==> src/hdl/cau_pkg.sv <==
// shared types, widths and helper functions for the complex arithmetic unit
// no dependencies; used by every module of the block
`default_nettype none

package cau_pkg;

   localparam int DATA_W    = 16;
   localparam int FRAC_BITS = 8;
   localparam int PROD_W    = 2 * DATA_W;
   localparam int SUM_W     = PROD_W + 1;
   localparam int DIRECT_W  = SUM_W - FRAC_BITS;
   localparam int QUO_W     = DATA_W + 1;
   localparam int MAG_W     = PROD_W;
   localparam int NUM_W     = MAG_W + FRAC_BITS;
   localparam int DEN_W     = PROD_W;
   localparam int DIV_W     = DEN_W + QUO_W - 1;
   localparam int CMP_W     = DEN_W + QUO_W;

   localparam logic signed [DATA_W-1:0] Q_MAX = {1'b0, {(DATA_W-1){1'b1}}};
   localparam logic signed [DATA_W-1:0] Q_MIN = {1'b1, {(DATA_W-1){1'b0}}};

   typedef enum logic [1:0] {
      MODE_ADD = 2'd0,
      MODE_SUB = 2'd1,
      MODE_MUL = 2'd2,
      MODE_DIV = 2'd3
   } mode_type;

   // output of the product and sum stages
   typedef struct packed {
      logic                       valid;
      logic                       is_div;
      logic signed [DIRECT_W-1:0] direct_re;
      logic signed [DIRECT_W-1:0] direct_im;
      logic signed [SUM_W-1:0]    num_re;
      logic signed [SUM_W-1:0]    num_im;
      logic [DEN_W-1:0]           den;
   } mult_pipe_type;

   // one stage of the divider pipeline, side data rides along
   typedef struct packed {
      logic                       valid;
      logic                       is_div;
      logic                       dz;
      logic                       neg_re;
      logic                       neg_im;
      logic                       big_re;
      logic                       big_im;
      logic signed [DIRECT_W-1:0] direct_re;
      logic signed [DIRECT_W-1:0] direct_im;
      logic [NUM_W-1:0]           r_re;
      logic [NUM_W-1:0]           r_im;
      logic [QUO_W-1:0]           q_re;
      logic [QUO_W-1:0]           q_im;
      logic [DIV_W-1:0]           d;
   } div_pipe_type;

   typedef struct packed {
      logic signed [DATA_W-1:0] val;
      logic                     ovf;
   } sat_type;

   function automatic sat_type sat_direct(input logic signed [DIRECT_W-1:0] v);
      sat_type s;
      if (v > DIRECT_W'(Q_MAX)) begin
         s.val = Q_MAX;
         s.ovf = 1'b1;
      end else if (v < DIRECT_W'(Q_MIN)) begin
         s.val = Q_MIN;
         s.ovf = 1'b1;
      end else begin
         s.val = v[DATA_W-1:0];
         s.ovf = 1'b0;
      end
      return s;
   endfunction

   // sign and magnitude quotient back to saturated two's complement
   function automatic sat_type sat_quot(input logic neg, input logic big,
                                        input logic [QUO_W-1:0] q);
      sat_type s;
      if (neg) begin
         if (big || q > QUO_W'({1'b0, Q_MIN}) ) begin
            s.val = Q_MIN;
            s.ovf = 1'b1;
         end else begin
            s.val = DATA_W'(-q);
            s.ovf = 1'b0;
         end
      end else begin
         if (big || q > QUO_W'({1'b0, Q_MAX})) begin
            s.val = Q_MAX;
            s.ovf = 1'b1;
         end else begin
            s.val = q[DATA_W-1:0];
            s.ovf = 1'b0;
         end
      end
      return s;
   endfunction

endpackage

`default_nettype wire

==> src/hdl/cau_div_step.sv <==
// one restoring divide step for real and imaginary quotients, shared divisor
// depends on cau_pkg
`default_nettype none

module cau_div_step (
   input  wire logic           clock,
   input  wire logic           reset,
   input  wire logic           en,
   input  wire cau_pkg::div_pipe_type up_pipe,
   output cau_pkg::div_pipe_type dn_pipe
);

   cau_pkg::div_pipe_type pipe_ff, pipe_in;
   logic                  ge_re, ge_im;
   logic [cau_pkg::DIV_W-1:0] diff_re, diff_im;

   always_comb begin
      ge_re   = cau_pkg::DIV_W'(up_pipe.r_re) >= up_pipe.d;
      ge_im   = cau_pkg::DIV_W'(up_pipe.r_im) >= up_pipe.d;
      diff_re = cau_pkg::DIV_W'(up_pipe.r_re) - up_pipe.d;
      diff_im = cau_pkg::DIV_W'(up_pipe.r_im) - up_pipe.d;

      pipe_in      = up_pipe;
      pipe_in.r_re = ge_re ? diff_re[cau_pkg::NUM_W-1:0] : up_pipe.r_re;
      pipe_in.r_im = ge_im ? diff_im[cau_pkg::NUM_W-1:0] : up_pipe.r_im;
      pipe_in.q_re = {up_pipe.q_re[cau_pkg::QUO_W-2:0], ge_re};
      pipe_in.q_im = {up_pipe.q_im[cau_pkg::QUO_W-2:0], ge_im};
      pipe_in.d    = up_pipe.d >> 1;
   end

   always_ff @(posedge clock) begin
      if (reset) begin
         pipe_ff.valid <= 1'b0;
      end else if (en) begin
         pipe_ff <= pipe_in;
      end
   end

   assign dn_pipe = pipe_ff;

endmodule

`default_nettype wire

==> config.mk <==
export PLATFORM = sky130hd
export DESIGN_NAME = cau_div_step
export DESIGN_NICKNAME = d
export VERILOG_FILES = /design/src/hdl/cau_pkg.sv /design/src/hdl/cau_div_step.sv
export SDC_FILE = /design/constraint.sdc
export NUM_CORES = 1
export LEC_CHECK = 0
export BUFFER_PORTS_ARGS = -buffer_cell sky130_fd_sc_hd__buf_2
export CAP_MARGIN = 5
export CELL_PAD_IN_SITES_DETAIL_PLACEMENT = 0
export CELL_PAD_IN_SITES_GLOBAL_PLACEMENT = 2
export CORE_MARGIN = 2
export CORE_UTILIZATION = 33
export CTS_CLUSTER_SIZE = 10
export DETAILED_ROUTE_END_ITERATION = 12
export PLACE_DENSITY = 0.91
export SETUP_SLACK_MARGIN = 0.02
export SYNTH_ARGS = -nofsm -noshare
export SYNTH_HDL_FRONTEND = slang
export SYNTH_SLANG_ARGS = --single-unit
==> constraint.sdc <==
create_clock -name clock -period 27 [get_ports clock]
set_clock_uncertainty 0.15 [all_clocks]
set_input_delay 4.05 -clock clock [delete_from_list [all_inputs] [get_ports clock]]
set_output_delay 4.05 -clock clock [all_outputs]
set_load 0.05 [all_outputs]
==> flow_metrics.py <==
metrics = {
    "setup_path": {
        "cp_slowest_cell": "buf_4",
        "critPathMaxStageDelay_ns": 0.64,
        "crit_buf_inv": 2,
        "startpoint_type": "input pin",
        "arrival_ns": 7.49,
        "ff2ff_path_depth": 2,
        "r2r_slack_ns": 26.26,
        "reg2reg_from": "dn_pipe[218]$_SDFFE_PP0P_",
        "endpoint_kind": "flop",
        "path_cells": "buf_2 -> ha_1 -> fa_1 -> nor2b_1 -> o2111ai_1 -> a31oi_1 -> o21ai_1 -> a221oi_2 -> nor3_2 -> o22ai_4 -> buf_4 -> mux2_2",
        "cp.depth": 12,
        "path_max_fanout": 62,
        "setup.worst_path.class": "input pin to flop",
        "required_ns": 27.14,
        "crit_family": "compound AO/OA/AOI/OAI gates",
        "r2r_end": "dn_pipe[218]$_SDFFE_PP0P_",
    },
    "hold_path": {
        "min_path_cells": 2,
        "hold_class": "flop to flop",
        "hold_end": "dn_pipe[218]$_SDFFE_PP0P_",
        "min-delay-start": "dn_pipe[218]$_SDFFE_PP0P_",
    },
    "yosys": {
        "synth_flop_cell": "edfxtp_1",
        "synth_cell_type_count": 74,
        "syn_inst": 1132,
        "ys.warnings.count": 0,
        "netlist_area_um2": 12400,
        "ys_async_sr_fraction": 0,
        "synth_nets": 1436,
        "synth.avg_cell_area_um2": 11.0,
        "synth-edff-count": 217,
        "yosysSeqAreaShare": 0.526,
        "ys_seq_elements": 218,
    },
    "floorplan": {
        "fp-row-count": 71,
        "io_pins": 441,
        "core_um2": 37400,
        "die_w_um": 198,
        "dieArea_um2": 39200,
        "start_util": 0.332,
        "die_h_um": 198,
    },
    "final_layout": {
        "design_area_um2": 15900,
        "fin_nets": 1860,
        "final_util": 0.425,
        "final_common_cell": "buf_2",
        "final_cell_mix": "buf_2, edfxtp_1, nand2_1",
        "largest_reg_flops": 218,
        "area.growth.synth_to_final_pct": 28.0,
        "drive_gt1_frac": 0.334,
    },
    "pwr": {
        "max-vdd-ir-drop_mv": 0.0417,
        "power_density_nw_per_um2": 64.7,
        "leakage_uw": 0.00686,
        "power.total_uw": 1030,
    },
    "global_routing": {
        "grt_start_max_net_pins": 73,
        "grt_use_total": 0.193,
        "grt_pass1_wl_um": 57700,
        "grt_pass1_vias": 9973,
        "antenna_found_initial": 4,
        "grt-ovfl-total": 0,
    },
    "sta": {
        "layout_worst_path_cycle_share": 0.272,
        "relSlewSlack": 0.385,
        "worstMarginPinSlew_ns": 0.922,
        "period_minus_slack_ns": 7.35,
        "fmax_mhz": 136,
        "hold_viol_final": 0,
        "rsz0062_at_grt": "false",
        "setup_ws_ns": 19.65,
        "tns_ns": 0,
        "setup_violations": 0,
        "slew_viol_final": 0,
    },
    "detailed_routing": {
        "first_pass_iters": 4,
        "route.vias.total": 10300,
        "drt_iter0_drc": 456,
        "via_per_inst": 4.94,
        "ant_nets": 0,
        "drc": 0,
        "wl_per_cell_um": 19.0,
        "wl_um": 39600,
    },
    "cts": {
        "postCtsSetupBuffers": 0,
        "postCtsHoldBufs": 0,
        "cts_sinks": 218,
        "cts_max_level": 1,
        "insertion_delay_ns": 0.54,
        "clock_path_buffers": 3,
        "clockRootBuffer": "clkbuf_16",
        "cts_buffers": 28,
        "cts_tree": "built",
        "ctsResizeCount": 0,
        "clk_pin_slew_ns": 0.05,
    },
    "placed_design": {
        "place_area_um2": 15000,
        "globalplace.congestion": 0.868,
        "dp_hpwl_um": 32100,
        "pre_cts_slack_ns": 19.11,
        "portBuffers": 437,
    },
    "flow_run": {
        "cap_violations": 0,
    },
    "run_status": {
        "status": "finished, final reports clean",
    },
}
==> through the flow <==
stage                     cells  hold WS (ns)
after floorplan            1132         0.583
after global placement     2037         0.325
after detailed placement   2037         0.346
after CTS                  2082         0.368
after global routing       2086         0.396
final                      2086         0.359
==> report_power, final <==
group	leakage (uW)	switching [uW]	internal [uW]
Combinational	0.00438	183	77.3
Clock	0.000437	140	225
Sequential	0.00204	5.64	398
Total	0.00686	328	701
==> synth_stat cells (all sizes together) (19+ instances only) <==
library cell  instances  area share
nor3                 19      0.0081
buf                  30       0.019
nand4                20       0.010
a21oi               116       0.054
nand3                23      0.0093
xor2                 29       0.020
edfxtp              217        0.52
inv                  65       0.020
nor2                 70       0.021
nand2               106       0.032
ha                   80       0.081
o21ai                89       0.036
xnor2                38       0.027
a21o                 35       0.021
==> final cells by class <==
class,count,area (um^2)
Antenna cell,4,10.0
Clock buffer,39,813
Clock inverter,6,81.3
Fill cell,3580,21500
Inverter,65,244
Multi-Input combinational cell,801,5360
Sequential cell,218,6540
Tap cell,511,639
Timing Repair Buffer,442,2220
==> worst max-delay path by stage <==
| stage | startpoint | endpoint |
|---|---|---|
| 2_1_floorplan | reset | dn_pipe[0]$_DFFE_PP_ |
| 3_3_place_gp | up_pipe[0] | dn_pipe[132]$_DFFE_PP_ |
| 3_5_place_dp | up_pipe[0] | dn_pipe[136]$_DFFE_PP_ |
| 4_1_cts | up_pipe[0] | dn_pipe[130]$_DFFE_PP_ |
| 5_1_grt | up_pipe[0] | dn_pipe[128]$_DFFE_PP_ |
| 6_report | up_pipe[0] | dn_pipe[130]$_DFFE_PP_ |
==> worst register-to-register path, delay by kind of cell (launching register included) <==
kind	cells	cell delay, ns
flip-flops	1	0.31
multiplexers	1	0.13
AND/OR/NAND/NOR	1	0.05
==> kinds of logic after synthesis <==
logic type,after synthesis,share of synthesized area
buffers and inverters,113,0.0442
adders and majority gates,82,0.0838
xor gates and xnor gates,67,0.0472
muxes,10,0.00886
DFF,218,0.526
AOI/OAI and AO/OA,336,0.173
and+or+nand+nor,305,0.116
other,1,0.000302
==> layer usage <==
layer / track usage / routed length, um / part of all wire / vias up
met5: 0 / 0 / 0 / -
met4: 0.0621 / 872 / 0.022 / 0
met3: 0.0342 / 2440 / 0.062 / 43
met2: 0.339 / 19900 / 0.50 / 311
met1: 0.240 / 16500 / 0.42 / 4883
li1: - / - / - / 5060
Note: power is estimated with default switching activity, not from simulation.
