**src/hdl/cau_pkg.sv**
```systemverilog
// shared types, widths and helper functions for the complex arithmetic unit
// no dependencies; used by every module of the block
`default_nettype none

package cau_pkg;

   localparam int DATA_W    = 16;
   localparam int FRAC_BITS = 8;
   localparam int PROD_W    = 2 * DATA_W;
   localparam int SUM_W     = PROD_W + 1;
   localparam int DIRECT_W  = SUM_W - FRAC_BITS;
   localparam int QUO_W     = DATA_W + 1;
   localparam int MAG_W     = PROD_W;
   localparam int NUM_W     = MAG_W + FRAC_BITS;
   localparam int DEN_W     = PROD_W;
   localparam int DIV_W     = DEN_W + QUO_W - 1;
   localparam int CMP_W     = DEN_W + QUO_W;

   localparam logic signed [DATA_W-1:0] Q_MAX = {1'b0, {(DATA_W-1){1'b1}}};
   localparam logic signed [DATA_W-1:0] Q_MIN = {1'b1, {(DATA_W-1){1'b0}}};

   typedef enum logic [1:0] {
      MODE_ADD = 2'd0,
      MODE_SUB = 2'd1,
      MODE_MUL = 2'd2,
      MODE_DIV = 2'd3
   } mode_type;

   // output of the product and sum stages
   typedef struct packed {
      logic                       valid;
      logic                       is_div;
      logic signed [DIRECT_W-1:0] direct_re;
      logic signed [DIRECT_W-1:0] direct_im;
      logic signed [SUM_W-1:0]    num_re;
      logic signed [SUM_W-1:0]    num_im;
      logic [DEN_W-1:0]           den;
   } mult_pipe_type;

   // one stage of the divider pipeline, side data rides along
   typedef struct packed {
      logic                       valid;
      logic                       is_div;
      logic                       dz;
      logic                       neg_re;
      logic                       neg_im;
      logic                       big_re;
      logic                       big_im;
      logic signed [DIRECT_W-1:0] direct_re;
      logic signed [DIRECT_W-1:0] direct_im;
      logic [NUM_W-1:0]           r_re;
      logic [NUM_W-1:0]           r_im;
      logic [QUO_W-1:0]           q_re;
      logic [QUO_W-1:0]           q_im;
      logic [DIV_W-1:0]           d;
   } div_pipe_type;

   typedef struct packed {
      logic signed [DATA_W-1:0] val;
      logic                     ovf;
   } sat_type;

   function automatic sat_type sat_direct(input logic signed [DIRECT_W-1:0] v);
      sat_type s;
      if (v > DIRECT_W'(Q_MAX)) begin
         s.val = Q_MAX;
         s.ovf = 1'b1;
      end else if (v < DIRECT_W'(Q_MIN)) begin
         s.val = Q_MIN;
         s.ovf = 1'b1;
      end else begin
         s.val = v[DATA_W-1:0];
         s.ovf = 1'b0;
      end
      return s;
   endfunction

   // sign and magnitude quotient back to saturated two's complement
   function automatic sat_type sat_quot(input logic neg, input logic big,
                                        input logic [QUO_W-1:0] q);
      sat_type s;
      if (neg) begin
         if (big || q > QUO_W'({1'b0, Q_MIN}) ) begin
            s.val = Q_MIN;
            s.ovf = 1'b1;
         end else begin
            s.val = DATA_W'(-q);
            s.ovf = 1'b0;
         end
      end else begin
         if (big || q > QUO_W'({1'b0, Q_MAX})) begin
            s.val = Q_MAX;
            s.ovf = 1'b1;
         end else begin
            s.val = q[DATA_W-1:0];
            s.ovf = 1'b0;
         end
      end
      return s;
   endfunction

endpackage

`default_nettype wire

```
**src/hdl/cau_mult.sv**
```systemverilog
// product stage and sum stage: six 16x16 products, then cross sums and |b|^2
// depends on cau_pkg
`default_nettype none

module cau_mult (
   input  wire logic                          clock,
   input  wire logic                          reset,
   input  wire logic                          en,
   input  wire logic                          in_valid,
   input  wire logic [1:0]                    mode,
   input  wire logic signed [cau_pkg::DATA_W-1:0] a_real,
   input  wire logic signed [cau_pkg::DATA_W-1:0] a_imag,
   input  wire logic signed [cau_pkg::DATA_W-1:0] b_real,
   input  wire logic signed [cau_pkg::DATA_W-1:0] b_imag,
   output cau_pkg::mult_pipe_type             mult_out
);

   logic                                  valid_s1_ff;
   cau_pkg::mode_type                     mode_s1_ff;
   logic signed [cau_pkg::PROD_W-1:0]     p_rr_ff, p_ii_ff, p_ri_ff, p_ir_ff;
   logic signed [cau_pkg::PROD_W-1:0]     p_br2_ff, p_bi2_ff;
   logic signed [cau_pkg::DATA_W:0]       simple_re_ff, simple_im_ff;
   logic signed [cau_pkg::DATA_W:0]       simple_re_in, simple_im_in;

   cau_pkg::mult_pipe_type                mult_ff, mult_in;
   logic signed [cau_pkg::SUM_W-1:0]      mul_re, mul_im;

   always_comb begin
      if (cau_pkg::mode_type'(mode) == cau_pkg::MODE_SUB) begin
         simple_re_in = (cau_pkg::DATA_W+1)'(a_real) - (cau_pkg::DATA_W+1)'(b_real);
         simple_im_in = (cau_pkg::DATA_W+1)'(a_imag) - (cau_pkg::DATA_W+1)'(b_imag);
      end else begin
         simple_re_in = (cau_pkg::DATA_W+1)'(a_real) + (cau_pkg::DATA_W+1)'(b_real);
         simple_im_in = (cau_pkg::DATA_W+1)'(a_imag) + (cau_pkg::DATA_W+1)'(b_imag);
      end
   end

   always_ff @(posedge clock) begin
      if (reset) begin
         valid_s1_ff <= 1'b0;
      end else if (en) begin
         valid_s1_ff  <= in_valid;
         mode_s1_ff   <= cau_pkg::mode_type'(mode);
         p_rr_ff      <= a_real * b_real;
         p_ii_ff      <= a_imag * b_imag;
         p_ri_ff      <= a_real * b_imag;
         p_ir_ff      <= a_imag * b_real;
         p_br2_ff     <= b_real * b_real;
         p_bi2_ff     <= b_imag * b_imag;
         simple_re_ff <= simple_re_in;
         simple_im_ff <= simple_im_in;
      end
   end

   always_comb begin
      mul_re = cau_pkg::SUM_W'(p_rr_ff) - cau_pkg::SUM_W'(p_ii_ff);
      mul_im = cau_pkg::SUM_W'(p_ri_ff) + cau_pkg::SUM_W'(p_ir_ff);

      mult_in.valid  = valid_s1_ff;
      mult_in.is_div = (mode_s1_ff == cau_pkg::MODE_DIV);
      // multiply drops the fraction bits with a floor shift
      if (mode_s1_ff == cau_pkg::MODE_MUL) begin
         mult_in.direct_re = mul_re[cau_pkg::SUM_W-1:cau_pkg::FRAC_BITS];
         mult_in.direct_im = mul_im[cau_pkg::SUM_W-1:cau_pkg::FRAC_BITS];
      end else begin
         mult_in.direct_re = cau_pkg::DIRECT_W'(simple_re_ff);
         mult_in.direct_im = cau_pkg::DIRECT_W'(simple_im_ff);
      end
      mult_in.num_re = cau_pkg::SUM_W'(p_rr_ff) + cau_pkg::SUM_W'(p_ii_ff);
      mult_in.num_im = cau_pkg::SUM_W'(p_ir_ff) - cau_pkg::SUM_W'(p_ri_ff);
      // both squares are non-negative and below 2^30 + 1
      mult_in.den    = cau_pkg::DEN_W'(p_br2_ff) + cau_pkg::DEN_W'(p_bi2_ff);
   end

   always_ff @(posedge clock) begin
      if (reset) begin
         mult_ff.valid <= 1'b0;
      end else if (en) begin
         mult_ff <= mult_in;
      end
   end

   assign mult_out = mult_ff;

endmodule

`default_nettype wire

```
**config.mk**
```make
export PLATFORM = sky130hd
export DESIGN_NAME = cau_mult
export DESIGN_NICKNAME = d
export VERILOG_FILES = /design/src/hdl/cau_pkg.sv /design/src/hdl/cau_mult.sv
export SDC_FILE = /design/constraint.sdc
export NUM_CORES = 2
export LEC_CHECK = 0
export ABC_AREA = 0
export BUFFER_PORTS_ARGS = -buffer_cell sky130_fd_sc_hd__buf_4
export CAP_MARGIN = 20
export CORE_MARGIN = 5
export CORE_UTILIZATION = 60
export DETAILED_ROUTE_END_ITERATION = 7
export GPL_TIMING_DRIVEN = 0
export HOLD_SLACK_MARGIN = 0.03
export MAX_ROUTING_LAYER = met4
export PLACE_DENSITY = 0.83
export SETUP_SLACK_MARGIN = 0.05
export SKIP_LAST_GASP = 1
export SLEW_MARGIN = 40
export SYNTH_ARGS = -nofsm -noshare
export SYNTH_HDL_FRONTEND = slang
export SYNTH_SLANG_ARGS = --single-unit
```
**constraint.sdc**
```tcl
create_clock -name clock -period 20.8 [get_ports clock]
set_input_delay 1.04 -clock clock [delete_from_list [all_inputs] [get_ports clock]]
set_output_delay 1.04 -clock clock [all_outputs]
set_load 0.02 [all_outputs]
```
==> results.json <==
{
  "slew_violations": 0,
  "antenna_found_initial": 61,
  "grt_pass1_wl_mm": 416,
  "grt.overflow.total": 0,
  "vias": 59700,
  "post_cts_buffers": 0,
  "clock_sinks": 377,
  "arrival_ns": 9.49,
  "ys_warn_count": 0,
  "worst_skew_pair.late_latency_ns": 0.68,
  "cp_max_fo": 10,
  "row_count": 131,
  "avgSynthCellArea_um2": 9.65,
  "failed_checks": "DRC",
  "rsz0062_at_grt": "no",
  "yosysSeqAreaShare_pct": 14.7,
  "numCtsBuffers": 42,
  "wire_per_inst_um": 28.5,
  "setup_viol": 0,
  "synthArstFlopShare_pct": 0,
  "grt_max_degree": 24,
  "finalHoldWorstSlack_ns": 0.505,
  "synth_edf_count": 375,
  "die_x_um": 368,
  "ant_nets": 0,
  "root_buffer": "clkbuf_16",
  "final_nets": 10600,
  "post-route-min-period_ns": 9.13,
  "period_share_pct": 43.9,
  "worst-setup-path-type": "input port to flop",
  "wl_mm": 286,
  "die_h_um": 368,
  "cts_max_level": 2,
  "outcome": "finished with violations",
  "dp_hpwl_mm": 237,
  "start_util_pct": 60.4,
  "final_util_pct": 65.2,
  "coreArea_um2": 128000,
  "skew_ns": 0.0626,
  "synth_top_flop_cell": "edfxtp_1",
  "ys_seq_elements": 377,
  "tightest_slew_ns": 1.04,
  "via_per_inst": 5.95,
  "holdBufCountCts": 0,
  "dieArea_um2": 136000,
  "placedInstanceArea_um2": 81500,
  "gp_congestion": 1.09,
  "ys_types": 93,
  "hold_viol": 0,
  "dr.pass1.iters": 8,
  "syn-cell-area_um2": 77100,
  "cts_tree": "yes",
  "grt_usage_pct": 43.9,
  "clkSlewWorstSetupHoldPaths_ns": 0.06,
  "hold_path_depth": 2,
  "hold_path_class": "flop to flop",
  "cts_buffer_depth": 3,
  "fin_ws_ns": 11.67,
  "cap_violations": 0,
  "first_iter_violations": 6197,
  "syn-instance-count": 7989,
  "synth_nets": 10300,
  "ios": 220,
  "grt_pass1_vias": 63300,
  "critPathLaunchType": "input port",
  "relSlewSlack_pct": 30.5,
  "io_buffers": 212,
  "drive_gt1_share_pct": 6.39,
  "endpoint_kind": "flop",
  "cp.required_ns": 21.16,
  "fin_area_um2": 83100,
  "pre_cts_ws_ns": 11.25,
  "cts-resized-gates": 0,
  "max_clock_freq_mhz": 110,
  "reg2regPathDepth": 13,
  "drc": 8,
  "area_growth_pct": 7.82
}
cell usage in the layout (no fill, tap or decap), types with 131 or more instances in the layout:
master and instances:
o21ai_0 131, clkbuf_1 150, inv_1 1937, and2_1 510
xnor2_1 327, edfxtp_1 375, nor2_1 369, buf_4 214
a21oi_1 228, ha_1 710, nand2_1 758, clkbuf_2 137
fa_1 1518
per-stage QoR:
step / TNS (ns) / instances
2_1_floorplan: 0 / 7989
3_3_place_gp: -1317.18 / 9863
3_5_place_dp: 0 / 9891
4_1_cts: 0 / 9966
5_1_grt: 0 / 10000
6_report: 0 / 10000
path summary, 6_finish.rpt:
path	from	to	slack [ns]
max	b_imag[5]	p_ri_ff[31]	11.67
min	valid_s1_ff	mult_out[149]	0.50
max reg2reg	p_ri_ff[0]	mult_out[64]	16.78
min reg2reg	valid_s1_ff	mult_out[149]	0.50
Yosys cell counts, types with 25 or more instances:
| cell type | number | share of area, % |
|---|---|---|
| nand3_1 | 46 | 0.30 |
| o21bai_1 | 48 | 0.47 |
| clkbuf_1 | 281 | 1.4 |
| a211oi_1 | 25 | 0.24 |
| nor2_1 | 369 | 1.8 |
| nor2b_1 | 41 | 0.33 |
| ha_1 | 710 | 12 |
| fa_1 | 1518 | 39 |
| nor3_1 | 71 | 0.46 |
| xor2_1 | 84 | 0.95 |
| nand2_1 | 758 | 3.7 |
| a21oi_1 | 228 | 1.5 |
| o21a_1 | 46 | 0.45 |
| a21o_1 | 87 | 0.85 |
| inv_1 | 1937 | 9.4 |
| a31oi_1 | 25 | 0.20 |
| nand2b_1 | 46 | 0.37 |
| o21ai_0 | 132 | 0.86 |
| xnor2_1 | 333 | 3.8 |
| and2_1 | 510 | 4.1 |
| edfxtp_1 | 375 | 15 |
per-layer routing:
metal  wire length [µm]  up-vias  track usage (%)
met3              33400     1052             13.0
met1             103000    30200             52.7
met2             126000     3613             65.3
met4              24000        0             28.0
li1                   -    24800                -
met5                  0        -                -
state kept, by name (all words and copies together), names as in the netlist, 17 cells and up:
signal,cells
mult_out,150
p_rr_ff,32
simple_re_ff,17
p_ii_ff,32
p_bi2_ff,31
p_br2_ff,31
p_ri_ff,32
simple_im_ff,17
p_ir_ff,32
layout make-up:
| type | instances | area, µm² |
|---|---|---|
| diodes | 64 | 160 |
| plain buffers | 313 | 1390 |
| multi-input cells | 5346 | 57300 |
| inverters | 1953 | 7340 |
| clock buffers | 47 | 1070 |
| well taps | 1662 | 2080 |
| clock inverters | 28 | 299 |
| repair buffers | 241 | 2170 |
| flip-flops and latches | 377 | 11300 |
| fillers | 10300 | 44400 |
critical path: stages:
cell and delay [ns]:
clkbuf_1 0.53, clkbuf_2 0.51, clkbuf_2 0.67, nand2_1 0.22
fa_1 0.56, inv_1 0.07, fa_1 0.81, fa_1 0.55
fa_1 0.52, fa_1 0.50, inv_1 0.05, fa_1 0.49
inv_1 0.06, ha_1 0.35, and4_1 0.23, and3_1 0.19
a211o_1 0.34, or4_1 0.57, a31oi_1 0.25, a211oi_1 0.16
a21o_1 0.20, a21oi_1 0.17, xnor2_1 0.39
logic make-up after synthesis:
| group | Yosys count | synth area share, % |
|---|---|---|
| buffers and inverters | 2266 | 11.1 |
| adder cells (fa/ha/maj) | 2228 | 51.0 |
| AND/OR/NAND/NOR | 1941 | 12.0 |
| AO/OA/AOI/OAI | 753 | 6.49 |
| XOR/XNOR | 417 | 4.74 |
| flip-flops | 377 | 14.7 |
| multiplexers | 7 | 0.0925 |
Power is not shown: default switching activity piles up to over one toggle a cycle in this logic, so the estimate is an artifact.
